$ cat config.mk
export PLATFORM = sky130hd
export DESIGN_NAME = http_content_length_extractor_top_flat
export DESIGN_NICKNAME = d
export VERILOG_FILES = /design/src/hw/rtl/http_cl_pkg.sv /design/src/hw/rtl/http_cl_if.sv /design/src/hw/rtl/http_content_length_extractor_top.sv /design/src/flat_wrapper.sv
export SDC_FILE = /design/constraint.sdc
export NUM_CORES = 1
export LEC_CHECK = 0
export ABC_AREA = 1
export CORE_AREA = 5 5 149 151
export DETAILED_ROUTE_END_ITERATION = 8
export DIE_AREA = 0 0 154 156
export DONT_BUFFER_PORTS = 1
export PLACE_DENSITY = 0.66
export SKIP_CTS_REPAIR_TIMING = 1
export SLEW_MARGIN = 20
export SYNTH_ARGS = -nofsm -noshare
export SYNTH_HDL_FRONTEND = slang
export SYNTH_SLANG_ARGS = --single-unit
$ cat constraint.sdc
create_clock -name clk -period 8.8 [get_ports clk]
set_input_delay 0.88 -clock clk [delete_from_list [all_inputs] [get_ports clk]]
set_output_delay 0.88 -clock clk [all_outputs]
set_load 0.02 [all_outputs]
$ cat src/hw/rtl/http_cl_pkg.sv
// http_cl_pkg: item types, parse phase codes and character constants
// for the content-length extractor; no dependencies

package http_cl_pkg;

	typedef struct packed {
		logic [7:0] data_byte;
		logic       last_byte;
	} in_item_t;

	typedef struct packed {
		logic        headers_complete;
		logic        length_found;
		logic [31:0] length_value;
	} res_item_t;

	localparam logic [2:0] PH_START      = 3'd0;
	localparam logic [2:0] PH_LINE_BEGIN = 3'd1;
	localparam logic [2:0] PH_NAME       = 3'd2;
	localparam logic [2:0] PH_SKIP_WS    = 3'd3;
	localparam logic [2:0] PH_DIGITS     = 3'd4;
	localparam logic [2:0] PH_REST       = 3'd5;

	localparam logic [3:0] KEY_LEN = 4'd14;

	localparam logic [7:0] CH_CR    = 8'h0d;
	localparam logic [7:0] CH_LF    = 8'h0a;
	localparam logic [7:0] CH_COLON = 8'h3a;
	localparam logic [7:0] CH_SPACE = 8'h20;
	localparam logic [7:0] CH_TAB   = 8'h09;
	localparam logic [7:0] CH_ZERO  = 8'h30;
	localparam logic [7:0] CH_NINE  = 8'h39;
	localparam logic [7:0] CH_UP_A  = 8'h41;
	localparam logic [7:0] CH_UP_Z  = 8'h5a;
	localparam logic [7:0] CASE_GAP = 8'h20;

	// lower-case "content-length"
	function automatic logic [7:0] key_char(input logic [3:0] idx);
		logic [7:0] c;
		case (idx)
			4'd0:  c = 8'h63;
			4'd1:  c = 8'h6f;
			4'd2:  c = 8'h6e;
			4'd3:  c = 8'h74;
			4'd4:  c = 8'h65;
			4'd5:  c = 8'h6e;
			4'd6:  c = 8'h74;
			4'd7:  c = 8'h2d;
			4'd8:  c = 8'h6c;
			4'd9:  c = 8'h65;
			4'd10: c = 8'h6e;
			4'd11: c = 8'h67;
			4'd12: c = 8'h74;
			4'd13: c = 8'h68;
			default: c = 8'h00;
		endcase
		return c;
	endfunction

endpackage

$ cat src/hw/rtl/http_cl_if.sv
// http_cl_if: valid/ready channel carrying one item of a given type
// depends on nothing; item types come from http_cl_pkg at instantiation

interface http_cl_if #(parameter type item_t = logic);
	logic  valid;
	logic  ready;
	item_t payload;

	modport source (output valid, output payload, input ready);
	modport sink (input valid, input payload, output ready);
endinterface

$ cat src/hw/rtl/http_content_length_extractor_top.sv
// http_content_length_extractor_top: byte-wise HTTP header parser that reports
// the content-length value; depends on http_cl_pkg and http_cl_if
//
// usage
//   msg: one byte of the message per item (data_byte, last_byte marks the end)
//   rsp: at most one result item per message, given when an empty line ends
//     the header block or, failing that, with the last byte of the message
//   path: an accepted byte waits in the input register; its result, if any, is
//     written to the output register, which drives rsp
//   throughput: one byte per cycle while no result waits (see stall); the parse
//     state is updated in the same cycle a byte leaves the input register, so a
//     byte can follow in the next cycle
//   stall: the output register holds a waiting result; bytes that give no
//     result keep flowing past it, and a byte that would give one waits in
//     the input register, which then drops msg.ready
//   reset: arst_n clears the parse state to the start-line phase and empties
//     both registers; the byte after a last_byte starts a new message

module http_content_length_extractor_top #(
	parameter int LENGTH_BITS = 32
) (
	input logic clk,
	input logic arst_n,
	http_cl_if.sink msg,
	http_cl_if.source rsp
);

	localparam int WB = LENGTH_BITS + 4;

	typedef struct packed {
		logic [2:0]             phase;
		logic                   prior_cr;
		logic [3:0]             pos;
		logic                   match;
		logic [LENGTH_BITS-1:0] acc;
		logic                   seen;
		logic                   ovf;
		logic                   found;
		logic [LENGTH_BITS-1:0] stored;
		logic                   given;
	} parse_t;

	localparam parse_t ST_RESET = '{
		phase:    http_cl_pkg::PH_START,
		prior_cr: 1'b0,
		pos:      4'd0,
		match:    1'b1,
		acc:      '0,
		seen:     1'b0,
		ovf:      1'b0,
		found:    1'b0,
		stored:   '0,
		given:    1'b0
	};

	function automatic parse_t commit(input parse_t s);
		parse_t n;
		n = s;
		if (s.seen && !s.ovf) begin
			n.found  = 1'b1;
			n.stored = s.acc;
		end
		return n;
	endfunction

	function automatic parse_t take_digit(input parse_t s, input logic [7:0] b);
		parse_t n;
		logic [WB-1:0] wide;
		n = s;
		wide = WB'(s.acc) * WB'(10) + WB'(b[3:0]);
		n.seen = 1'b1;
		if (!s.ovf) begin
			if (wide[WB-1:LENGTH_BITS] != '0)
				n.ovf = 1'b1;
			else
				n.acc = wide[LENGTH_BITS-1:0];
		end
		return n;
	endfunction

	function automatic parse_t content_byte(input parse_t s, input logic [7:0] b);
		parse_t n;
		logic [7:0] low;
		logic is_digit;
		n = s;
		low = (b >= http_cl_pkg::CH_UP_A && b <= http_cl_pkg::CH_UP_Z) ?
			b + http_cl_pkg::CASE_GAP : b;
		is_digit = (b >= http_cl_pkg::CH_ZERO) && (b <= http_cl_pkg::CH_NINE);
		if (n.phase == http_cl_pkg::PH_LINE_BEGIN) begin
			n.phase = http_cl_pkg::PH_NAME;
			n.pos   = 4'd0;
			n.match = 1'b1;
		end
		case (n.phase)
			http_cl_pkg::PH_NAME: begin
				if (b == http_cl_pkg::CH_COLON) begin
					if (n.match && n.pos == http_cl_pkg::KEY_LEN) begin
						n.phase = http_cl_pkg::PH_SKIP_WS;
						n.acc   = '0;
						n.seen  = 1'b0;
						n.ovf   = 1'b0;
					end else begin
						n.phase = http_cl_pkg::PH_REST;
					end
				end else if (n.match && n.pos < http_cl_pkg::KEY_LEN &&
						low == http_cl_pkg::key_char(n.pos)) begin
					n.pos = n.pos + 4'd1;
				end else begin
					n.match = 1'b0;
				end
			end
			http_cl_pkg::PH_SKIP_WS: begin
				if (b == http_cl_pkg::CH_SPACE || b == http_cl_pkg::CH_TAB) begin
					n.phase = http_cl_pkg::PH_SKIP_WS;
				end else if (!is_digit) begin
					n.phase = http_cl_pkg::PH_REST;
				end else begin
					n = take_digit(n, b);
					n.phase = http_cl_pkg::PH_DIGITS;
				end
			end
			http_cl_pkg::PH_DIGITS: begin
				if (is_digit) begin
					n = take_digit(n, b);
				end else begin
					n = commit(n);
					n.phase = http_cl_pkg::PH_REST;
				end
			end
			default: begin
				n.phase = n.phase;
			end
		endcase
		return n;
	endfunction

	logic                  valid_s1;
	http_cl_pkg::in_item_t item_s1;
	parse_t                state_q;
	parse_t                state_d;
	logic                  rsp_valid_q;
	http_cl_pkg::res_item_t rsp_q;
	http_cl_pkg::res_item_t res_d;
	logic                  done;
	logic                  produce;
	logic                  out_free;
	logic                  advance;
	logic [LENGTH_BITS+31:0] len_ext;

	always_comb begin
		state_d = state_q;
		done    = 1'b0;
		if (!state_q.given) begin
			if (state_q.prior_cr) begin
				state_d.prior_cr = 1'b0;
				if (item_s1.data_byte == http_cl_pkg::CH_LF) begin
					if (state_d.phase == http_cl_pkg::PH_LINE_BEGIN) begin
						done = 1'b1;
					end else begin
						if (state_d.phase == http_cl_pkg::PH_DIGITS)
							state_d = commit(state_d);
						state_d.phase = http_cl_pkg::PH_LINE_BEGIN;
					end
				end else begin
					state_d = content_byte(state_d, http_cl_pkg::CH_CR);
					if (item_s1.data_byte == http_cl_pkg::CH_CR)
						state_d.prior_cr = 1'b1;
					else
						state_d = content_byte(state_d, item_s1.data_byte);
				end
			end else if (item_s1.data_byte == http_cl_pkg::CH_CR) begin
				state_d.prior_cr = 1'b1;
			end else begin
				state_d = content_byte(state_d, item_s1.data_byte);
			end
		end
		len_ext = (LENGTH_BITS + 32)'(state_d.stored);
		res_d.headers_complete = done;
		res_d.length_found     = done && state_d.found;
		res_d.length_value     = (done && state_d.found) ? len_ext[31:0] : 32'd0;
		produce = !state_q.given && (done || item_s1.last_byte);
		if (done)
			state_d.given = 1'b1;
		if (item_s1.last_byte)
			state_d = ST_RESET;
	end

	assign out_free    = !rsp_valid_q || rsp.ready;
	assign advance     = valid_s1 && (!produce || out_free);
	assign msg.ready   = !valid_s1 || advance;
	assign rsp.valid   = rsp_valid_q;
	assign rsp.payload = rsp_q;

	always_ff @(posedge clk or negedge arst_n) begin
		if (!arst_n) begin
			valid_s1 <= 1'b0;
		end else if (msg.valid && msg.ready) begin
			valid_s1 <= 1'b1;
		end else if (advance) begin
			valid_s1 <= 1'b0;
		end
	end

	always_ff @(posedge clk) begin
		if (msg.valid && msg.ready)
			item_s1 <= msg.payload;
	end

	always_ff @(posedge clk or negedge arst_n) begin
		if (!arst_n) begin
			state_q <= ST_RESET;
		end else if (advance) begin
			state_q <= state_d;
		end
	end

	always_ff @(posedge clk or negedge arst_n) begin
		if (!arst_n) begin
			rsp_valid_q <= 1'b0;
		end else if (advance && produce) begin
			rsp_valid_q <= 1'b1;
		end else if (rsp.ready) begin
			rsp_valid_q <= 1'b0;
		end
	end

	always_ff @(posedge clk) begin
		if (advance && produce)
			rsp_q <= res_d;
	end

endmodule

$ cat src/flat_wrapper.sv
// flat-port wrapper written by rule: the top's interface ports become plain ports
module http_content_length_extractor_top_flat 
#(
	parameter int LENGTH_BITS = 32
)
  (clk, arst_n, msg_valid, msg_payload, msg_ready, rsp_valid, rsp_payload, rsp_ready);
  http_cl_if #(.item_t(http_cl_pkg::in_item_t)) msg_i ();
  http_cl_if #(.item_t(http_cl_pkg::res_item_t)) rsp_i ();
  input logic clk;
  input logic arst_n;
  input wire logic [$bits(msg_i.valid)-1:0] msg_valid;
  input wire logic [$bits(msg_i.payload)-1:0] msg_payload;
  output wire logic [$bits(msg_i.ready)-1:0] msg_ready;
  output wire logic [$bits(rsp_i.valid)-1:0] rsp_valid;
  output wire logic [$bits(rsp_i.payload)-1:0] rsp_payload;
  input wire logic [$bits(rsp_i.ready)-1:0] rsp_ready;
  assign msg_i.valid = msg_valid;
  assign msg_i.payload = msg_payload;
  assign msg_ready = msg_i.ready;
  assign rsp_valid = rsp_i.valid;
  assign rsp_payload = rsp_i.payload;
  assign rsp_i.ready = rsp_ready;
  http_content_length_extractor_top #(.LENGTH_BITS(LENGTH_BITS)) u_core (.clk(clk), .arst_n(arst_n), .msg(msg_i), .rsp(rsp_i));
endmodule
==> qor_table.md, run 1 <==
| Stage | Metric | Reported |
|---|---|---|
| run | Max-cap viol count | 0 |
| drt | Wire length reported by the detailed router | 31,200 µm |
| sta | Final period util | 49.6% |
| setup path | Highest fanout seen on the critical path | 36 |
| setup path | WP data arrival | 4.72 ns |
| power | PwrDens | 147 mW/mm² |
| clocking | Cts bufs inserted | 17 |
| layout | Final design area excluding fillers | 0.0121 mm² |
| layout | Count of filler cells inserted in the layout | 2,106 |
| layout | Final #Nets | 1,820 |
| place | Area after DPL | 0.0115 mm² |
| synthesis | Fraction of synthesis flops using an asynchronous set or reset pin | 64.8% |
| floorplanning | Core Region | 0.0207 mm² |
| floorplanning | # rows | 53 |
| layout | Share of post-route cells with drive strength above 1 | 5.72% |
| setup path | Worst R2R Setup Slack | 4.44 ns |
| floorplanning | Total Die Area | 0.0240 mm² |
| run status | Outcome | finished, final reports clean |
| clocking | TritonCTS clock tree | built |
| sta | Post-route setup TNS | 0 ns |
| synthesis | Total number of yosys warnings | 0 |
| power | Leakage power summed over all cells | 0.00586 µW |
| setup path | Type of the worst setup path | flip-flop to flip-flop |
| global route | Largest net degree at the start of global routing | 80 |
| setup path | Worst reg2reg path endpoint | u_core.state_q[45]$_DFFE_PN0P_ |
| clocking | Clk Latency, worst-skew pair | 0.42 ns |
| setup path | Required arrival time at the worst endpoint | 9.15 ns |
| global route | Initial antenna violation count | 0 |
| place | Placed wire-length estimate | 23,000 µm |
| place | Port Buffer Count | 0 |
| synthesis | Main flop type after synthesis | sky130_fd_sc_hd__dfrtp_1 |
| power | Worst supply voltage drop on vdd | 0.000132 V |
| sta | Peak clock frequency supported by timing | 229 MHz |
| sta | Slew Limit Fails | 0 |
| global route | Vias in the first global route | 10,301 |
| sta | Worst clock skew on the final layout | 0.0144 ns |
| sta | Slew margin rel. | 29.6% |
| floorplanning | Boundary Pins | 49 |
| layout | Number of antenna diodes | 0 |
| floorplanning | Die outline height | 156 µm |
| synthesis | Cell area after synthesis | 0.0113 mm² |
| global route | First-pass GRT wire length | 52,400 µm |
| clocking | Buffers from clock root to sink, at most | 2 |
| setup path | Critical Path Source | u_core.state_q[37]$_DFFE_PN0P_ |
| layout | Synthesis-to-layout area growth | 6.90% |
| clocking | Clock transition time at the flip-flop clock pins of the worst setup and hold paths | 0.06 ns |
| drt | Post-DR vias/cell | 5.57 |
| synthesis | Synthesized instance count | 1,767 |
| clocking | Buffer type at the clock tree root | sky130_fd_sc_hd__clkbuf_16 |
| setup path | Endpoint of the most critical setup path | u_core.state_q[45]$_DFFE_PN0P_ |
| sta | Final-report hold violation count | 0 |
| setup path | Reg-to-reg critical path startpoint | u_core.state_q[37]$_DFFE_PN0P_ |
| place | Final RePlAce weighted congestion | 0.880 |
| sta | Final setup vio count | 0 |
| floorplanning | Initial Utilization | 54.7% |
| drt | Post-route DRC violation count | 0 |
| global route | All-Layer GR Usage | 26.3% |
| setup path | Kind of end point of the critical path | flip-flop |
| setup path | Count of cells along the worst register-to-register path | 20 |
| sta | Post-layout minimum cycle time | 4.36 ns |
| clocking | # clock sinks | 122 |
| synthesis | Number of unique standard cell types used by synthesis | 53 |
| drt | Routed via count | 11,259 |
| global route | Global route total overflow | 0 |
| synthesis | Number of nets produced by synthesis | 1,853 |
| synthesis | Average cell area after synthesis | 6.41 µm² |
| min path | Type of the most critical hold path | primary input to asynchronous set/reset pin |
| synthesis | Part of the Yosys area used for sequential elements | 28.9% |
| synthesis | Number of synthesized register bits | 122 |
| drt | Average routed wire per standard cell | 15.4 µm |
| drt | Number of optimization iterations in the first detailed-route pass | 5 |
| drt | DRT iter0 DRCs | 848 |
| sta | Actual slew at the worst max-slew pin | 1.05 ns |
| synthesis | Post-synth EDFFs | 43 |
| drt | Routed Antenna Nets | 0 |
| clocking | Count of H-tree levels built during CTS | 4 |
| floorplanning | Horizontal die dimension | 154 µm |
| power | Post-route total power | 1780 µW |
| sta | Final Hold Slack | 0.156 ns |
| setup path | Crit path launch type | flip-flop |
| sta | Setup repair after global routing missed its margin | false |
[per-layer routing]
layer / up-vias / global-route usage [%] / share of wire [%] / wire length [µm]
met5: - / 0 / 0 / 0
met4: 0 / 5.17 / 1.5 / 470
met3: 36 / 4.24 / 5.1 / 1590
met2: 318 / 43.1 / 46 / 14500
met1: 5207 / 37.0 / 47 / 14600
li1: 5698 / - / - / -
[area by class of cell]
cell class / instances / area [µm²] / area share [%]
Clock inverter: 13 / 193 / 1.59
Multi-Input combinational cell: 1365 / 6980 / 57.7
Tap cell: 275 / 344 / 2.84
Sequential cell: 122 / 3270 / 27.0
Timing Repair Buffer: 8 / 60.1 / 0.496
Inverter: 220 / 826 / 6.82
Clock buffer: 19 / 433 / 3.58
[worst max-delay path, stage by stage (launching register included)]
cell and delay, ns:
sky130_fd_sc_hd__dfrtp_1 0.50, sky130_fd_sc_hd__ha_1 0.35, sky130_fd_sc_hd__ha_1 0.27, sky130_fd_sc_hd__fa_1 0.48, sky130_fd_sc_hd__nand3_1 0.12, sky130_fd_sc_hd__nand3_2 0.12
sky130_fd_sc_hd__nand3_1 0.14, sky130_fd_sc_hd__nand3_1 0.17, sky130_fd_sc_hd__nand2_1 0.10, sky130_fd_sc_hd__nand2_1 0.10, sky130_fd_sc_hd__nor2_1 0.26, sky130_fd_sc_hd__nand4_4 0.19
sky130_fd_sc_hd__nor2_4 0.18, sky130_fd_sc_hd__nand3_1 0.09, sky130_fd_sc_hd__nand2_1 0.09, sky130_fd_sc_hd__nand2_2 0.09, sky130_fd_sc_hd__nor2_8 0.40, sky130_fd_sc_hd__nand2_4 0.33
sky130_fd_sc_hd__nand2_1 0.15, sky130_fd_sc_hd__nand3_1 0.08, sky130_fd_sc_hd__nand2_1 0.07
[sequential cells by signal, summed over array words and instances (netlist names)]
register / flops
u_core.rsp.valid: 1
u_core.state_q: 77
u_core.item_s1: 9
u_core.valid_s1: 1
u_core.rsp.payload: 34
[cells in the mapped netlist, types with 3 or more instances]
cell                         n  area, µm²
sky130_fd_sc_hd__nand2_1   626       2350
sky130_fd_sc_hd__nand3_1   161        806
sky130_fd_sc_hd__nor4_1      4       25.0
sky130_fd_sc_hd__ha_1       71        888
sky130_fd_sc_hd__inv_1     197        739
sky130_fd_sc_hd__dfrtp_1    78       1950
sky130_fd_sc_hd__o211ai_1   32        240
sky130_fd_sc_hd__inv_2      20       75.1
sky130_fd_sc_hd__nor2_1    124        465
sky130_fd_sc_hd__buf_4       4       30.0
sky130_fd_sc_hd__nand4_1    22        138
sky130_fd_sc_hd__nor2_2     11       68.8
sky130_fd_sc_hd__clkbuf_1   33        124
sky130_fd_sc_hd__buf_2      11       55.1
sky130_fd_sc_hd__nand3_2     5       50.1
sky130_fd_sc_hd__xnor2_1     6       52.6
sky130_fd_sc_hd__a21oi_1    37        185
sky130_fd_sc_hd__buf_6       3       33.8
sky130_fd_sc_hd__clkinv_1    3       11.3
sky130_fd_sc_hd__mux2i_1     3       30.0
sky130_fd_sc_hd__o22ai_1     6       37.5
sky130_fd_sc_hd__edfxtp_1   43       1290
sky130_fd_sc_hd__nor3_1     18       90.1
sky130_fd_sc_hd__nand2_2     6       37.5
sky130_fd_sc_hd__xor2_1     26        228
sky130_fd_sc_hd__o21ai_0   169        846
sky130_fd_sc_hd__buf_1       9       33.8
sky130_fd_sc_hd__nor2_4      5       56.3
[cells by family after synthesis]
family                   after synthesis  share of synthesized area [%]
buffers and inverters                280                           9.74
XOR/XNOR                              35                           2.91
adder cells (fa/ha/maj)               73                           8.20
multiplexers                           3                          0.265
flip-flops                           122                           28.9
AND/OR/NAND/NOR                      992                           37.3
AO/OA/AOI/OAI                        262                           12.8
[where the power goes]
group	leakage [µW]	internal (µW)	switching (µW)	total [µW]
sequential	0.00151	616	31.3	647
combinational	0.00404	105	272	377
clock	0.000299	478	279	757
[placed cells by master (no fill, tap or decap), types with 3 or more instances in the layout]
| master | instances |
|---|---|
| sky130_fd_sc_hd__dfrtp_1 | 78 |
| sky130_fd_sc_hd__nand2_2 | 7 |
| sky130_fd_sc_hd__nor2_2 | 11 |
| sky130_fd_sc_hd__nand3_2 | 5 |
| sky130_fd_sc_hd__edfxtp_1 | 43 |
| sky130_fd_sc_hd__inv_1 | 197 |
| sky130_fd_sc_hd__inv_2 | 20 |
| sky130_fd_sc_hd__clkinv_4 | 3 |
| sky130_fd_sc_hd__a21oi_1 | 37 |
| sky130_fd_sc_hd__bufinv_16 | 4 |
| sky130_fd_sc_hd__mux2i_1 | 3 |
| sky130_fd_sc_hd__clkbuf_16 | 17 |
| sky130_fd_sc_hd__buf_4 | 8 |
| sky130_fd_sc_hd__inv_6 | 3 |
| sky130_fd_sc_hd__nand2_1 | 625 |
| sky130_fd_sc_hd__o22ai_1 | 6 |
| sky130_fd_sc_hd__xor2_1 | 26 |
| sky130_fd_sc_hd__clkinv_1 | 3 |
| sky130_fd_sc_hd__xnor2_1 | 6 |
| sky130_fd_sc_hd__nand3_1 | 160 |
| sky130_fd_sc_hd__o21ai_0 | 169 |
| sky130_fd_sc_hd__nand4_1 | 22 |
| sky130_fd_sc_hd__ha_1 | 71 |
| sky130_fd_sc_hd__nor3_1 | 17 |
| sky130_fd_sc_hd__nor2_1 | 123 |
| sky130_fd_sc_hd__nor4_1 | 4 |
| sky130_fd_sc_hd__o211ai_1 | 32 |
| sky130_fd_sc_hd__nor2_4 | 6 |
[stage by stage]
stage / setup slack [ns] / utilization, % / instances
detailed placement: 4.46 / 55.4 / 1990
global route: 3.94 / 58.5 / 2022
CTS: 4.43 / 58.4 / 2022
finish: 4.44 / 58.5 / 2022
global placement: 4.49 / 55.4 / 1990
floorplan: 5.38 / - / 1767
[how the worst min path moves through the flow]
stage                                         from                             end  slack [ns]  depth (start not counted)
floorplan           u_core.state_q[72]$_DFFE_PN0P_  u_core.state_q[72]$_DFFE_PN0P_        0.47                          2
global placement    u_core.state_q[72]$_DFFE_PN0P_  u_core.state_q[72]$_DFFE_PN0P_        0.50                          2
detailed placement  u_core.state_q[72]$_DFFE_PN0P_  u_core.state_q[72]$_DFFE_PN0P_        0.51                          2
CTS                                         arst_n  u_core.state_q[67]$_DFFE_PN0P_        0.14                          0
global route                                arst_n  u_core.state_q[67]$_DFFE_PN0P_        0.13                          0
finish                                      arst_n  u_core.state_q[67]$_DFFE_PN0P_        0.16                          0
Power figures use the tool's default switching activity.
==> run 2: changes to the inputs <==
--- a/config.mk
+++ b/config.mk
@@ -5,12 +5,12 @@
 export SDC_FILE = /design/constraint.sdc
 export NUM_CORES = 1
 export LEC_CHECK = 0
-export ABC_AREA = 1
-export CORE_AREA = 5 5 149 151
+export ABC_AREA = 0
+export CORE_AREA = 5 5 134 136
 export DETAILED_ROUTE_END_ITERATION = 8
-export DIE_AREA = 0 0 154 156
+export DIE_AREA = 0 0 139 141
 export DONT_BUFFER_PORTS = 1
-export PLACE_DENSITY = 0.66
+export PLACE_DENSITY = 0.67
 export SKIP_CTS_REPAIR_TIMING = 1
 export SLEW_MARGIN = 20
 export SYNTH_ARGS = -nofsm -noshare
==> constraint.sdc (replaced) <==
create_clock -name clk -period 4.2 [get_ports clk]
set_input_delay 0.42 -clock clk [delete_from_list [all_inputs] [get_ports clk]]
set_output_delay 0.42 -clock clk [all_outputs]
set_load 0.02 [all_outputs]
==> run 2 against run 1 <==
Effect of this change: die area decreased by 18%; sequential power rose by 110%; register-to-register slack lost 4.4 ns; sequential cell count stayed put; fmax grew 4.1%; via count decreased by 33%; worst setup slack worse by 4.4 ns; count of clock-buffer cells in the layout unchanged.
==> qor_table.md, run 2 <==
| Stage | Metric | Reported |
|---|---|---|
| run status | Outcome | finished, final reports clean |
| setup path | Highest fanout seen on the critical path | 6 |
| sta | Final-report hold violation count | 0 |
| drt | Post-DR vias/cell | 6.21 |
| synthesis | Number of nets produced by synthesis | 998 |
| drt | DRT iter0 DRCs | 580 |
| power | Post-route total power | 2930 µW |
| setup path | Count of cells along the worst register-to-register path | 17 |
| layout | Most common cell after layout, fill and taps aside | sky130_fd_sc_hd__buf_4 |
| setup path | Required arrival time at the worst endpoint | 4.49 ns |
| min path | Worst min-delay path endpoint | u_core.item_s1[1]$_DFFE_PP_ |
| drt | Routed Antenna Nets | 0 |
| sta | Final period util | 99.8% |
| synthesis | Post-synth EDFFs | 43 |
| setup path | Reg-to-reg critical path startpoint | u_core.state_q[38]$_DFFE_PN0P_ |
| layout | Synthesis-to-layout area growth | 17.1% |
| clocking | Buffers from clock root to sink, at most | 2 |
| global route | Global route total overflow | 0 |
| synthesis | Fraction of synthesis flops using an asynchronous set or reset pin | 64.8% |
| clocking | TritonCTS clock tree | built |
| layout | Share of post-route cells with drive strength above 1 | 22.1% |
| layout | Final #Nets | 1,067 |
| global route | Vias in the first global route | 7,456 |
| setup path | Type of the worst setup path | flip-flop to flip-flop |
| clocking | Count of H-tree levels built during CTS | 4 |
| synthesis | Most repeated cell in the gate-level netlist after synthesis | sky130_fd_sc_hd__nor2_1 |
| setup path | CP Depth | 17 |
| clocking | Cts bufs inserted | 17 |
| setup path | Kind of end point of the critical path | flip-flop |
| drt | Routed via count | 7,566 |
| setup path | WP data arrival | 4.48 ns |
| layout | Register ranked first by flip-flop count | u_core.state_q |
| place | Port Buffer Count | 0 |
| layout | Final design area excluding fillers | 0.0107 mm² |
| synthesis | Average cell area after synthesis | 10.0 µm² |
| floorplanning | # rows | 48 |
| min path | Type of the most critical hold path | primary input to flip-flop |
| sta | Post-layout minimum cycle time | 4.19 ns |
| setup path | Crit path launch type | flip-flop |
| synthesis | Part of the Yosys area used for sequential elements | 35.8% |
| synthesis | Synthesized instance count | 912 |
| synthesis | Most frequent cells after synthesis | sky130_fd_sc_hd__nor2_1 (81), sky130_fd_sc_hd__dfrtp_1 (78), sky130_fd_sc_hd__ha_1 (71), sky130_fd_sc_hd__nand2_1 (62), sky130_fd_sc_hd__a21oi_1 (54) |
| clocking | Clock transition time at the flip-flop clock pins of the worst setup and hold paths | 0.06 ns |
| place | Final RePlAce weighted congestion | 0.952 |
| sta | Actual slew at the worst max-slew pin | 0.643 ns |
| sta | Slew margin rel. | 56.7% |
| drt | Number of optimization iterations in the first detailed-route pass | 5 |
| sta | Peak clock frequency supported by timing | 239 MHz |
| floorplanning | Core Region | 0.0168 mm² |
| layout | Number of antenna diodes | 0 |
| synthesis | Cell type contributing the most total cell area after synthesis | sky130_fd_sc_hd__dfrtp_1 |
| clocking | Buffer type at the clock tree root | sky130_fd_sc_hd__clkbuf_16 |
| power | PwrDens | 274 mW/mm² |
| sta | Slew Limit Fails | 0 |
| min path | Hold path startpoint | msg_payload[1] |
| sta | Post-route setup TNS | 0 ns |
| power | Leakage power summed over all cells | 0.00449 µW |
| floorplanning | Total Die Area | 0.0196 mm² |
| run | Max-cap viol count | 0 |
| drt | Average routed wire per standard cell | 19.4 µm |
| drt | Post-route DRC violation count | 0 |
| sta | Final setup vio count | 0 |
| sta | Worst setup margin | 0.00856 ns |
| sta | Final Hold Slack | 0.106 ns |
| setup path | Largest stage delay on the critical path | 0.43 ns |
| place | Placed wire-length estimate | 17,300 µm |
| setup path | Worst reg2reg path endpoint | u_core.state_q[40]$_DFFE_PN0P_ |
| synthesis | Number of unique standard cell types used by synthesis | 91 |
| power | Worst supply voltage drop on vdd | 0.000223 V |
| drt | Wire length reported by the detailed router | 23,700 µm |
| sta | Worst clock skew on the final layout | 0.00609 ns |
| floorplanning | Initial Utilization | 54.3% |
| place | Worst slack at placement | -0.0294 ns |
| clocking | # clock sinks | 122 |
| setup path | Chain of cells forming the critical path | ha_1 > ha_4 > fa_2 > a21o_1 > a221oi_4 > buf_6 > xor2_2 > nor2_1 > nand4b_1 > or3_4 > nor4_4 > nand4_2 > mux2i_4 > a31oi_4 > buf_12 > clkbuf_16 > o2bb2ai_2 |
| setup path | Worst R2R Setup Slack | 0.009 ns |
| setup path | Buffering stage count on the worst path with inverters included | 3 |
| layout | Area taken by flip-flops and latches | 0.00327 mm² |
| place | Area after DPL | 0.00984 mm² |
| global route | All-Layer GR Usage | 23.8% |
| synthesis | Cell area after synthesis | 0.00913 mm² |
| global route | Largest net degree at the start of global routing | 80 |
| synthesis | Ranking of synthesized cells by area | sky130_fd_sc_hd__dfrtp_1 (21%), sky130_fd_sc_hd__edfxtp_1 (14%), sky130_fd_sc_hd__ha_1 (9.7%), sky130_fd_sc_hd__o2bb2ai_2 (4.9%), sky130_fd_sc_hd__mux2i_1 (3.9%) |
| clocking | Clk Latency, worst-skew pair | 0.41 ns |
| setup path | Critical path's slowest cell | sky130_fd_sc_hd__dfrtp_1 |
| layout | Count of filler cells inserted in the layout | 1,355 |
| layout | Number of flip-flops in the largest register | 77 |
| synthesis | Proportion of netlist area held by the largest area contributor | 21.4% |
| global route | Initial antenna violation count | 0 |
| synthesis | Number of synthesized register bits | 122 |
| synthesis | Main flop type after synthesis | sky130_fd_sc_hd__dfrtp_1 |
| layout | Multi-input logic area | 0.00563 mm² |
| sta | Setup repair after global routing missed its margin | true |
| global route | First-pass GRT wire length | 38,300 µm |
| setup path | Crit path max-delay family | simple AND/OR/NAND/NOR gates |
| min path | Hold path cells | 0 |
| floorplanning | Horizontal die dimension | 139 µm |
| floorplanning | Boundary Pins | 49 |
| floorplanning | Die outline height | 141 µm |
| synthesis | Total number of yosys warnings | 0 |
| layout | Highest-count cells in the layout ignoring fill and taps | sky130_fd_sc_hd__buf_4 (86), sky130_fd_sc_hd__nor2_1 (80), sky130_fd_sc_hd__dfrtp_1 (77), sky130_fd_sc_hd__ha_1 (67), sky130_fd_sc_hd__nand2_1 (61) |
[run 2: how the worst max path moves through the flow]
| stage | startpoint | endpoint |
|---|---|---|
| after global routing | u_core.state_q[37]$_DFFE_PN0P_ | u_core.state_q[58]$_DFFE_PN0P_ |
| after detailed placement | u_core.state_q[39]$_DFFE_PN0P_ | u_core.state_q[67]$_DFFE_PN0P_ |
| after floorplan | u_core.state_q[37]$_DFFE_PN0P_ | u_core.state_q[66]$_DFFE_PN0P_ |
| after CTS | u_core.state_q[39]$_DFFE_PN0P_ | u_core.state_q[41]$_DFFE_PN0P_ |
| final | u_core.state_q[38]$_DFFE_PN0P_ | u_core.state_q[40]$_DFFE_PN0P_ |
| after global placement | u_core.state_q[39]$_DFFE_PN0P_ | u_core.state_q[67]$_DFFE_PN0P_ |
[run 2: power by group]
| group | total (µW) | switching [µW] | internal, µW | leakage, µW |
|---|---|---|---|---|
| clock network | 1450 | 545 | 909 | 0.000291 |
| logic | 152 | 97.2 | 54.9 | 0.00273 |
| registers | 1330 | 54.4 | 1270 | 0.00146 |
[run 2: kinds of logic after synthesis]
| logic type | count (synthesis) | share of synthesized area [%] |
|---|---|---|
| AO/OA/AOI/OAI | 265 | 23.6 |
| buffers and inverters | 69 | 3.60 |
| adder cells (fa/ha/maj) | 73 | 10.2 |
| multiplexers | 38 | 4.32 |
| flip-flops | 122 | 35.8 |
| XOR/XNOR | 65 | 6.48 |
| AND/OR/NAND/NOR | 280 | 16.0 |
[run 2: final cells by class]
cell class	instances	area share, %
sequential	122	30.6
clock buffer	19	4.24
multi-input combinational	721	52.7
clock inverter	13	1.30
tap	225	2.63
inverter	23	0.808
timing repair buffer	96	7.74
[run 2: worst register-to-register path, stage by stage, from the launching register on]
cell,delay (ns)
sky130_fd_sc_hd__dfrtp_1,0.43
sky130_fd_sc_hd__ha_1,0.24
sky130_fd_sc_hd__ha_4,0.18
sky130_fd_sc_hd__fa_2,0.41
sky130_fd_sc_hd__a21o_1,0.22
sky130_fd_sc_hd__a221oi_4,0.33
sky130_fd_sc_hd__buf_6,0.16
sky130_fd_sc_hd__xor2_2,0.07
sky130_fd_sc_hd__nor2_1,0.12
sky130_fd_sc_hd__nand4b_1,0.15
sky130_fd_sc_hd__or3_4,0.41
sky130_fd_sc_hd__nor4_4,0.31
sky130_fd_sc_hd__nand4_2,0.16
sky130_fd_sc_hd__mux2i_4,0.30
sky130_fd_sc_hd__a31oi_4,0.13
sky130_fd_sc_hd__buf_12,0.17
sky130_fd_sc_hd__clkbuf_16,0.16
sky130_fd_sc_hd__o2bb2ai_2,0.12
[run 2: through the flow]
stage                     util (%)  cells
after floorplan                  -    912
after global placement        58.5   1174
after detailed placement      58.5   1174
after CTS                     62.0   1206
after global routing          63.5   1219
final                         63.5   1219
[run 2: per-layer routing]
layer | GRT usage [%] | vias up | share of wire [%]
met3 | 3.70 | 44 | 4.6
met5 | 0 | - | 0
met4 | 8.03 | 0 | 2.1
met1 | 32.1 | 3723 | 45
li1 | - | 3563 | -
met2 | 39.6 | 236 | 48
